## src/hw/rtl/bmio_pkg.sv

```systemverilog
// Shared types and codes for the banked memory and I/O decoder.
// Used by every module under hw/rtl; depends on nothing.
`default_nettype none

package bmio_pkg;

  typedef enum logic [2:0] {
    TGT_MEM  = 3'd0,
    TGT_IDE  = 3'd1,
    TGT_PIDE = 3'd2,
    TGT_NET  = 3'd3,
    TGT_RTC  = 3'd4,
    TGT_NONE = 3'd5
  } target_e;

  // Memory mode codes; code 3 behaves as flat.
  localparam logic [1:0] MODE_FLAT  = 2'd0;
  localparam logic [1:0] MODE_PAGED = 2'd1;
  localparam logic [1:0] MODE_MMU   = 2'd2;

  // Disk mode codes; code 3 behaves as no disk.
  localparam logic [1:0] DISK_NONE = 2'd0;
  localparam logic [1:0] DISK_IDE  = 2'd1;
  localparam logic [1:0] DISK_PIDE = 2'd2;

  // Configuration register indexes.
  localparam logic [1:0] CFG_MEM_MODE  = 2'd0;
  localparam logic [1:0] CFG_DISK_MODE = 2'd1;
  localparam logic [1:0] CFG_NET_EN    = 2'd2;
  localparam logic [1:0] CFG_RTC_EN    = 2'd3;

  localparam logic [7:0] IO_PAGE      = 8'hFE;
  localparam logic [7:0] PORT_MMU     = 8'hFF;
  localparam logic [15:0] MMU_HI_BASE = 16'hE000;

  typedef struct packed {
    logic        action;
    logic [15:0] address;
    logic [7:0]  write_data;
    logic        debug_access;
  } in_t;

  typedef struct packed {
    target_e     target;
    logic [19:0] phys_address;
    logic        mem_write;
    logic [2:0]  device_register;
    logic        device_write;
    logic [7:0]  out_data;
  } out_t;

endpackage

`default_nettype wire

```

## src/hw/rtl/banked_memory_and_io_decoder_core.sv

```systemverilog
// Throughput: one access per cycle while the receiver takes results; decode is
// a single pass from the accepted beat and the bank state into a two-entry
// output buffer.
// Reset: configuration, bank registers, bank enable and MMU register clear to
// zero (flat mode, no devices); the output buffer empties.
// Depends on bmio_pkg, bmio_io_decode, bmio_translate, bmio_out_skid.
`default_nettype none

module banked_memory_and_io_decoder_core (
  input  wire logic        clk_i,
  input  wire logic        rst_ni,
  input  wire logic        in_valid_i,
  output logic             in_ready_o,
  input  bmio_pkg::in_t    in_item_i,
  output logic             out_valid_o,
  input  wire logic        out_ready_i,
  output bmio_pkg::out_t   out_item_o,
  input  wire logic        cfg_valid_i,
  output logic             cfg_ready_o,
  input  wire logic [1:0]  cfg_index_i,
  input  wire logic [7:0]  cfg_data_i
);
  import bmio_pkg::*;

  logic [1:0]      mem_mode_q, disk_mode_q;
  logic            net_en_q, rtc_en_q;
  logic [3:0][5:0] bank_q;
  logic            bank_on_q;
  logic [7:0]      mmu_q;

  logic [3:0][5:0] bank_d;
  logic            bank_on_d;
  logic [7:0]      mmu_d;

  logic        accept;
  logic        is_io;
  logic [7:0]  port;
  target_e     dev_target;
  logic [2:0]  dev_reg;
  logic [19:0] phys;
  logic        writable;
  out_t        res;

  assign accept      = in_valid_i && in_ready_o;
  assign cfg_ready_o = 1'b1;
  assign is_io       = in_item_i.address[15:8] == IO_PAGE;
  assign port        = in_item_i.address[7:0];

  bmio_io_decode u_io_decode (
    .port_i      (port),
    .disk_mode_i (disk_mode_q),
    .net_en_i    (net_en_q),
    .rtc_en_i    (rtc_en_q),
    .target_o    (dev_target),
    .reg_o       (dev_reg)
  );

  bmio_translate u_translate (
    .addr_i       (in_item_i.address),
    .mem_mode_i   (mem_mode_q),
    .bank_on_i    (bank_on_q),
    .bank_table_i (bank_q),
    .mmu_i        (mmu_q),
    .phys_o       (phys),
    .writable_o   (writable)
  );

  always_comb begin
    res           = '0;
    res.target    = TGT_NONE;
    res.out_data  = in_item_i.action ? in_item_i.write_data : 8'd0;
    bank_d        = bank_q;
    bank_on_d     = bank_on_q;
    mmu_d         = mmu_q;

    if (is_io) begin
      if (!in_item_i.action) begin
        // Debug reads never reach a device.
        if (!in_item_i.debug_access) begin
          res.target          = dev_target;
          res.device_register = dev_reg;
        end
      end else if (port == PORT_MMU && mem_mode_q == MODE_MMU) begin
        mmu_d = in_item_i.write_data;
      end else begin
        res.target          = dev_target;
        res.device_register = dev_reg;
        if (dev_target != TGT_NONE) begin
          res.device_write = 1'b1;
        end else if (mem_mode_q == MODE_PAGED && (port inside {[8'h78:8'h7B]})) begin
          bank_d[port[1:0]] = in_item_i.write_data[5:0];
        end else if (mem_mode_q == MODE_PAGED && (port inside {[8'h7C:8'h7F]})) begin
          bank_on_d = in_item_i.write_data[0];
        end
      end
    end else begin
      res.target       = TGT_MEM;
      res.phys_address = phys;
      res.mem_write    = in_item_i.action && writable;
    end
  end

  always_ff @(posedge clk_i or negedge rst_ni) begin
    if (!rst_ni) begin
      mem_mode_q  <= MODE_FLAT;
      disk_mode_q <= DISK_NONE;
      net_en_q    <= 1'b0;
      rtc_en_q    <= 1'b0;
      bank_q      <= '0;
      bank_on_q   <= 1'b0;
      mmu_q       <= 8'd0;
    end else begin
      if (accept) begin
        bank_q    <= bank_d;
        bank_on_q <= bank_on_d;
        mmu_q     <= mmu_d;
      end
      if (cfg_valid_i && cfg_ready_o) begin
        case (cfg_index_i)
          CFG_MEM_MODE: begin
            mem_mode_q <= cfg_data_i[1:0];
            bank_on_q  <= (cfg_data_i[1:0] == MODE_PAGED) ||
                          (cfg_data_i[1:0] == MODE_MMU);
          end
          CFG_DISK_MODE: disk_mode_q <= cfg_data_i[1:0];
          CFG_NET_EN:    net_en_q    <= cfg_data_i[0];
          CFG_RTC_EN:    rtc_en_q    <= cfg_data_i[0];
          default: ;
        endcase
      end
    end
  end

  bmio_out_skid u_out_skid (
    .clk_i       (clk_i),
    .rst_ni      (rst_ni),
    .push_i      (accept),
    .push_data_i (res),
    .space_o     (in_ready_o),
    .out_valid_o (out_valid_o),
    .out_ready_i (out_ready_i),
    .out_data_o  (out_item_o)
  );

endmodule

`default_nettype wire

```

## src/hw/rtl/bmio_io_decode.sv

```systemverilog
// Port decoder for the I/O page: maps a port number to a device window.
// Depends on bmio_pkg.
`default_nettype none

module bmio_io_decode (
  input  wire logic [7:0]       port_i,
  input  wire logic [1:0]       disk_mode_i,
  input  wire logic             net_en_i,
  input  wire logic             rtc_en_i,
  output bmio_pkg::target_e     target_o,
  output logic [2:0]            reg_o
);
  import bmio_pkg::*;

  always_comb begin
    target_o = TGT_NONE;
    reg_o    = 3'd0;
    if (disk_mode_i == DISK_IDE &&
        (port_i inside {[8'h10:8'h17], [8'h90:8'h97]})) begin
      target_o = TGT_IDE;
      reg_o    = port_i[2:0];
    end else if (disk_mode_i == DISK_PIDE && (port_i inside {[8'h20:8'h23]})) begin
      target_o = TGT_PIDE;
      reg_o    = {1'b0, port_i[1:0]};
    end else if (net_en_i && (port_i inside {[8'h28:8'h2C]})) begin
      target_o = TGT_NET;
      reg_o    = {1'b0, port_i[1:0]};
    end else if (rtc_en_i && port_i == 8'h0C) begin
      target_o = TGT_RTC;
    end
  end

endmodule

`default_nettype wire

```

## src/hw/rtl/bmio_translate.sv

```systemverilog
// Logical to physical address translation: flat, 16K banking, high MMU.
// Depends on bmio_pkg.
`default_nettype none

module bmio_translate (
  input  wire logic [15:0]      addr_i,
  input  wire logic [1:0]       mem_mode_i,
  input  wire logic             bank_on_i,
  input  wire logic [3:0][5:0]  bank_table_i,
  input  wire logic [7:0]       mmu_i,
  output logic [19:0]           phys_o,
  output logic                  writable_o
);
  import bmio_pkg::*;

  logic [7:0] mmu_r;
  logic [3:0] page;
  logic [5:0] bank;

  always_comb begin
    // Below the top 8K the page comes from the odd register bits.
    mmu_r = (addr_i < MMU_HI_BASE) ? {1'b0, mmu_i[7:1]} : mmu_i;
    page  = {mmu_r[0], mmu_r[2], mmu_r[4], mmu_r[6]};
    bank  = bank_table_i[addr_i[15:14]];

    if (mem_mode_i == MODE_MMU) begin
      phys_o     = {page, addr_i};
      writable_o = page[3];
    end else if (bank_on_i) begin
      phys_o     = {bank, addr_i[13:0]};
      writable_o = bank[5];
    end else begin
      phys_o     = {4'd0, addr_i};
      writable_o = addr_i[15] && (mem_mode_i != MODE_PAGED);
    end
  end

endmodule

`default_nettype wire

```

## src/hw/rtl/bmio_out_skid.sv

```systemverilog
// Two-entry result buffer: output register plus skid register.
// Depends on bmio_pkg for the result beat type.
`default_nettype none

module bmio_out_skid (
  input  wire logic          clk_i,
  input  wire logic          rst_ni,
  input  wire logic          push_i,
  input  bmio_pkg::out_t     push_data_i,
  output logic               space_o,
  output logic               out_valid_o,
  input  wire logic          out_ready_i,
  output bmio_pkg::out_t     out_data_o
);
  import bmio_pkg::*;

  logic out_valid_q, skid_valid_q;
  out_t out_q, skid_q;

  assign space_o     = !skid_valid_q;
  assign out_valid_o = out_valid_q;
  assign out_data_o  = out_q;

  always_ff @(posedge clk_i or negedge rst_ni) begin
    if (!rst_ni) begin
      out_valid_q  <= 1'b0;
      skid_valid_q <= 1'b0;
    end else if (out_valid_q && out_ready_i) begin
      if (skid_valid_q) begin
        skid_valid_q <= 1'b0;
      end else if (!push_i) begin
        out_valid_q <= 1'b0;
      end
    end else if (push_i) begin
      if (!out_valid_q) begin
        out_valid_q <= 1'b1;
      end else begin
        skid_valid_q <= 1'b1;
      end
    end
  end

  // Payload: advance the skid beat first, else take the new beat.
  always_ff @(posedge clk_i) begin
    if (out_valid_q && out_ready_i) begin
      if (skid_valid_q) begin
        out_q <= skid_q;
      end else if (push_i) begin
        out_q <= push_data_i;
      end
    end else if (push_i) begin
      if (!out_valid_q) begin
        out_q <= push_data_i;
      end else begin
        skid_q <= push_data_i;
      end
    end
  end

endmodule

`default_nettype wire

```

## config.mk

```make
export PLATFORM = sky130hd
export DESIGN_NAME = banked_memory_and_io_decoder_core
export DESIGN_NICKNAME = d
export VERILOG_FILES = /design/src/hw/rtl/bmio_pkg.sv /design/src/hw/rtl/banked_memory_and_io_decoder_core.sv /design/src/hw/rtl/bmio_io_decode.sv /design/src/hw/rtl/bmio_translate.sv /design/src/hw/rtl/bmio_out_skid.sv
export SDC_FILE = /design/constraint.sdc
export NUM_CORES = 1
export LEC_CHECK = 0
export BUFFER_PORTS_ARGS = -buffer_cell sky130_fd_sc_hd__buf_2
export CAP_MARGIN = 20
export CORE_ASPECT_RATIO = 1.1
export CORE_MARGIN = 4
export CORE_UTILIZATION = 60
export DETAILED_ROUTE_END_ITERATION = 12
export PLACE_DENSITY_LB_ADDON = 0.2
export SLEW_MARGIN = 25
export SYNTH_ARGS = -nofsm -noshare
export SYNTH_HDL_FRONTEND = slang
export SYNTH_SLANG_ARGS = --single-unit
```

## constraint.sdc

```tcl
create_clock -name clk_i -period 8.04 [get_ports clk_i]
set_input_delay 1.206 -clock clk_i [delete_from_list [all_inputs] [get_ports clk_i]]
set_output_delay 1.206 -clock clk_i [all_outputs]
set_load 0.05 [all_outputs]
```

==> metrics.md <==
| Metric | Value |
|---|---|
| CTS tree | `built` |
| Setup WS post-layout | `5.142 ns` |
| # fillers | `524` |
| Clock Pin Slew Worst Setup and Hold Paths | `0.06 ns` |
| Wire length of the first global-routing pass | `16600 um` |
| Placeable Area | `0.008040 mm^2` |
| Seq cells post-synth | `113` |
| Sw power | `0.0007041 W` |
| Clock power share | `35.5%` |
| CTS sink count | `113` |
| Post-synth EDFFs | `72` |
| Switch share | `34.87%` |
| Initial core utilization | `62.36%` |
| Port Buffers | `72` |
| CTS max path bufs | `2` |
| Syn_area_per_cell | `14.66 um^2` |
| Complex-gate fraction of the synthesized area | `4.193%` |
| Cells after Synth | `342` |
| Worst R2R Start | `u_out_skid.skid_valid_q` |
| Vias in the first global route | `3210` |
| Element type at the critical path end | `register` |
| Die W | `95.16 um` |
| Max Clk Rate | `0.3451 GHz` |
| Post-CTS setup buffers | `0` |
| Flop pwr share | `39.0%` |
| Routed Antenna Nets | `0` |
| Row Count | `34` |
| Inserted Clock Buffers | `17` |
| Clock skew | `0.008159 ns` |
| Worst Path Required | `8.44 ns` |
| Final hold vios | `0` |
| Register area share after synthesis | `63.59%` |
| DRC violations left | `0` |
| Place WS | `4.640 ns` |
| Net Count, Synth | `383` |
| Final Net Count | `459` |
| Detailed placement HPWL | `6745 um` |
| Max-cap violation count | `0` |
| Maximum vdd drop | `0.1609 mV` |
| WP data arrival | `3.30 ns` |
| Min-delay src | `bank_q[10]` |
| Static Leak | `2.501 nW` |
| Clk Tree Root Cell | `clkbuf_8` |
| P_int | `0.001315 W` |
| I/O pins | `80` |
| Overflow after GRT | `0` |
| Ys async rst share | `36.28%` |
| Gr usage total | `22.80%` |
| Combinational Power Share | `25.5%` |
| Critical-path cell list | `buf_2 -> and3_1 -> nand4_1 -> or3_1 -> nor3b_4 -> mux2_2` |
| Final slew viol count | `0` |
| Total die area | `0.009884 mm^2` |
| Pwr Density | `334.9 mW/mm^2` |
| RSZ-0062 raised after global routing | `no` |
| Hold_buf cts | `0` |
| Hold Crit Class | `register to register` |
| CP Class | `input pin to register` |
| Final setup violation count | `0` |
| Later-pin clock latency in the skew report | `0.52 ns` |
| Final wirelength | `10330 um` |
| Final Wtd Congestion | `0.8348` |
| Max-slew headroom | `40.64%` |
| Minimum clock period | `2.898 ns` |
| Largest net degree at the start of global routing | `43` |
| CP max stage cell | `nor3b_4` |
| Slowest stage delay, CP | `0.49 ns` |
| Synth Area in Simple Gates | `11.70%` |
| Vias per cell | `5.735` |
| Fin crit share | `36.05%` |
| DRT iter0 DRCs | `174` |
| Critical Path Start | `in_item_i[24]` |
| WL/cell | `19.16 um` |
| Synth Area in XOR/XNOR | `0.1747%` |
| Area grow syn2layout | `20.26%` |
| Post-CTS Resized | `0` |
| Layout cells sized above 1 | `42.69%` |
| Synth warnings | `0` |
| Die Y | `103.9 um` |
| Yosys cell types | `47` |
| Total negative slack | `0 ns` |
| Ys flop type | `edfxtp_1` |
| DRT Pass-1 Iters | `4` |
| Worst Max-Slew Pin Slew | `0.8904 ns` |
| Mapped cell area | `0.005014 mm^2` |
| Startpoint Class | `input pin` |
| Status | `finished, final reports clean` |
| Adder-cell share of the synthesized area | `0%` |
| H-Tree Depth | `4` |
| Via count | `3091` |
| CP max FO | `11` |
| Main combinational cell family by area after synthesis | `multiplexers` |
| Post-synthesis mux area share | `18.24%` |
| Initial antenna violation count | `0` |
| Antenna Cells | `0` |
-- flip-flops by register name, summed over array words and instances, names as in the netlist --
name                     cells
u_out_skid.out_data_o       36
u_out_skid.skid_q           36
bank_q                      24
mmu_q                        8
disk_mode_q                  2
mem_mode_q                   2
bank_on_q                    1
net_en_q                     1
rtc_en_q                     1
u_out_skid.out_valid_o       1
u_out_skid.skid_valid_q      1
-- layout make-up --
class | count | area (um^2) | area share, %
tap | 108 | 135.1 | 2.241
multi-input combinational | 207 | 1734 | 28.76
clock inverter | 15 | 160.2 | 2.656
timing repair buffer | 75 | 382.9 | 6.350
inverter | 4 | 15.01 | 0.2490
clock buffer | 17 | 414.1 | 6.869
sequential | 113 | 3188 | 52.87
-- metrics by stage --
| step | cell area (um^2) | power (W) | util, % | cells | hold WS (ns) |
|---|---|---|---|---|---|
| 2_1_floorplan | 5014 | 0.001193 | - | 342 | 0.4524 |
| 3_3_place_gp | 5455 | 0.001307 | 67.85 | 507 | 0.4667 |
| 3_5_place_dp | 5455 | 0.001317 | 67.85 | 507 | 0.4919 |
| 4_1_cts | 6030 | 0.002033 | 74.99 | 539 | 0.5075 |
| 5_1_grt | 6030 | 0.002099 | 74.99 | 539 | 0.5277 |
| 6_report | 6030 | 0.002020 | 74.99 | 539 | 0.5093 |
-- cell families after synthesis --
logic type | after synthesis
other | 1
xor gates and xnor gates | 1
and+or+nand+nor | 97
muxes | 78
DFF | 113
buffers and inverters | 22
AOI/OAI and AO/OA | 30
-- power groups by stage --
| stage | Clock [W] | Sequential [W] | Combinational, W |
|---|---|---|---|
| 2_1_floorplan | 0 | 0.00105 | 0.000147 |
| 3_3_place_gp | 0 | 0.000795 | 0.000511 |
| 3_5_place_dp | 0 | 0.000800 | 0.000518 |
| 4_1_cts | 0.000724 | 0.000789 | 0.000520 |
| 5_1_grt | 0.000758 | 0.000797 | 0.000544 |
| 6_report | 0.000717 | 0.000788 | 0.000515 |
-- cell usage in the layout, fill, tap and decap left out, drive strengths merged, types with 2 or more instances in the layout --
| cell type | n |
|---|---|
| nand3b | 4 |
| clkinvlp | 5 |
| and3b | 2 |
| a21oi | 7 |
| buf | 75 |
| clkbuf | 17 |
| a21o | 3 |
| nor2 | 10 |
| mux2i | 7 |
| inv | 8 |
| dfrtp | 41 |
| a22o | 4 |
| bufinv | 2 |
| o31ai | 3 |
| and3 | 5 |
| nor2b | 3 |
| o211a | 3 |
| nor3 | 4 |
| o21ai | 4 |
| mux2 | 67 |
| and2 | 24 |
| mux4 | 4 |
| and4 | 3 |
| edfxtp | 72 |
| nand4 | 2 |
| nand3 | 9 |
| nor3b | 4 |
| clkinv | 4 |
| nand2 | 21 |
-- synth_stat cells, types with 4 or more instances --
cell type | instances | area [um^2]
mux4_2 | 4 | 90.09
and3_1 | 5 | 31.28
clkbuf_1 | 9 | 33.78
nand3b_1 | 4 | 30.03
a22o_1 | 4 | 35.03
nand3_1 | 9 | 45.04
dfrtp_1 | 41 | 1026
inv_1 | 4 | 15.01
edfxtp_1 | 72 | 2162
o21ai_0 | 4 | 20.02
nor2_1 | 9 | 33.78
mux2_2 | 66 | 743.2
nand2_1 | 21 | 78.83
mux2i_1 | 7 | 70.07
and2_1 | 24 | 150.1
a21oi_1 | 7 | 35.03
-- metal layers --
metal  GRT usage (%)  share of wire [%]  vias up
met5               0                  0        -
met4           8.247                1.9        0
met3           6.512                5.3       19
met2           38.27                 53       95
met1           27.68                 40     1537
li1                -                  -     1440
-- path summary, 6_finish.rpt --
check | to | slack [ns] | depth (start not counted)
setup / recovery | bank_q[6] | 5.14 | 6
hold / removal | bank_q[10] | 0.51 | 1
setup reg to reg | bank_q[6] | 5.80 | 5
hold reg to reg | bank_q[10] | 0.51 | 1
max in group asynchronous | net_en_q | 6.66 | 1
min in group asynchronous | bank_q[6] | 0.81 | 1
-- critical path, delay by kind of cell --
kind,cells,cell delay (ns)
simple gates,4,1.42
mux,1,0.39
buf+inv,1,0.26
(Power assumes the default switching activity.)
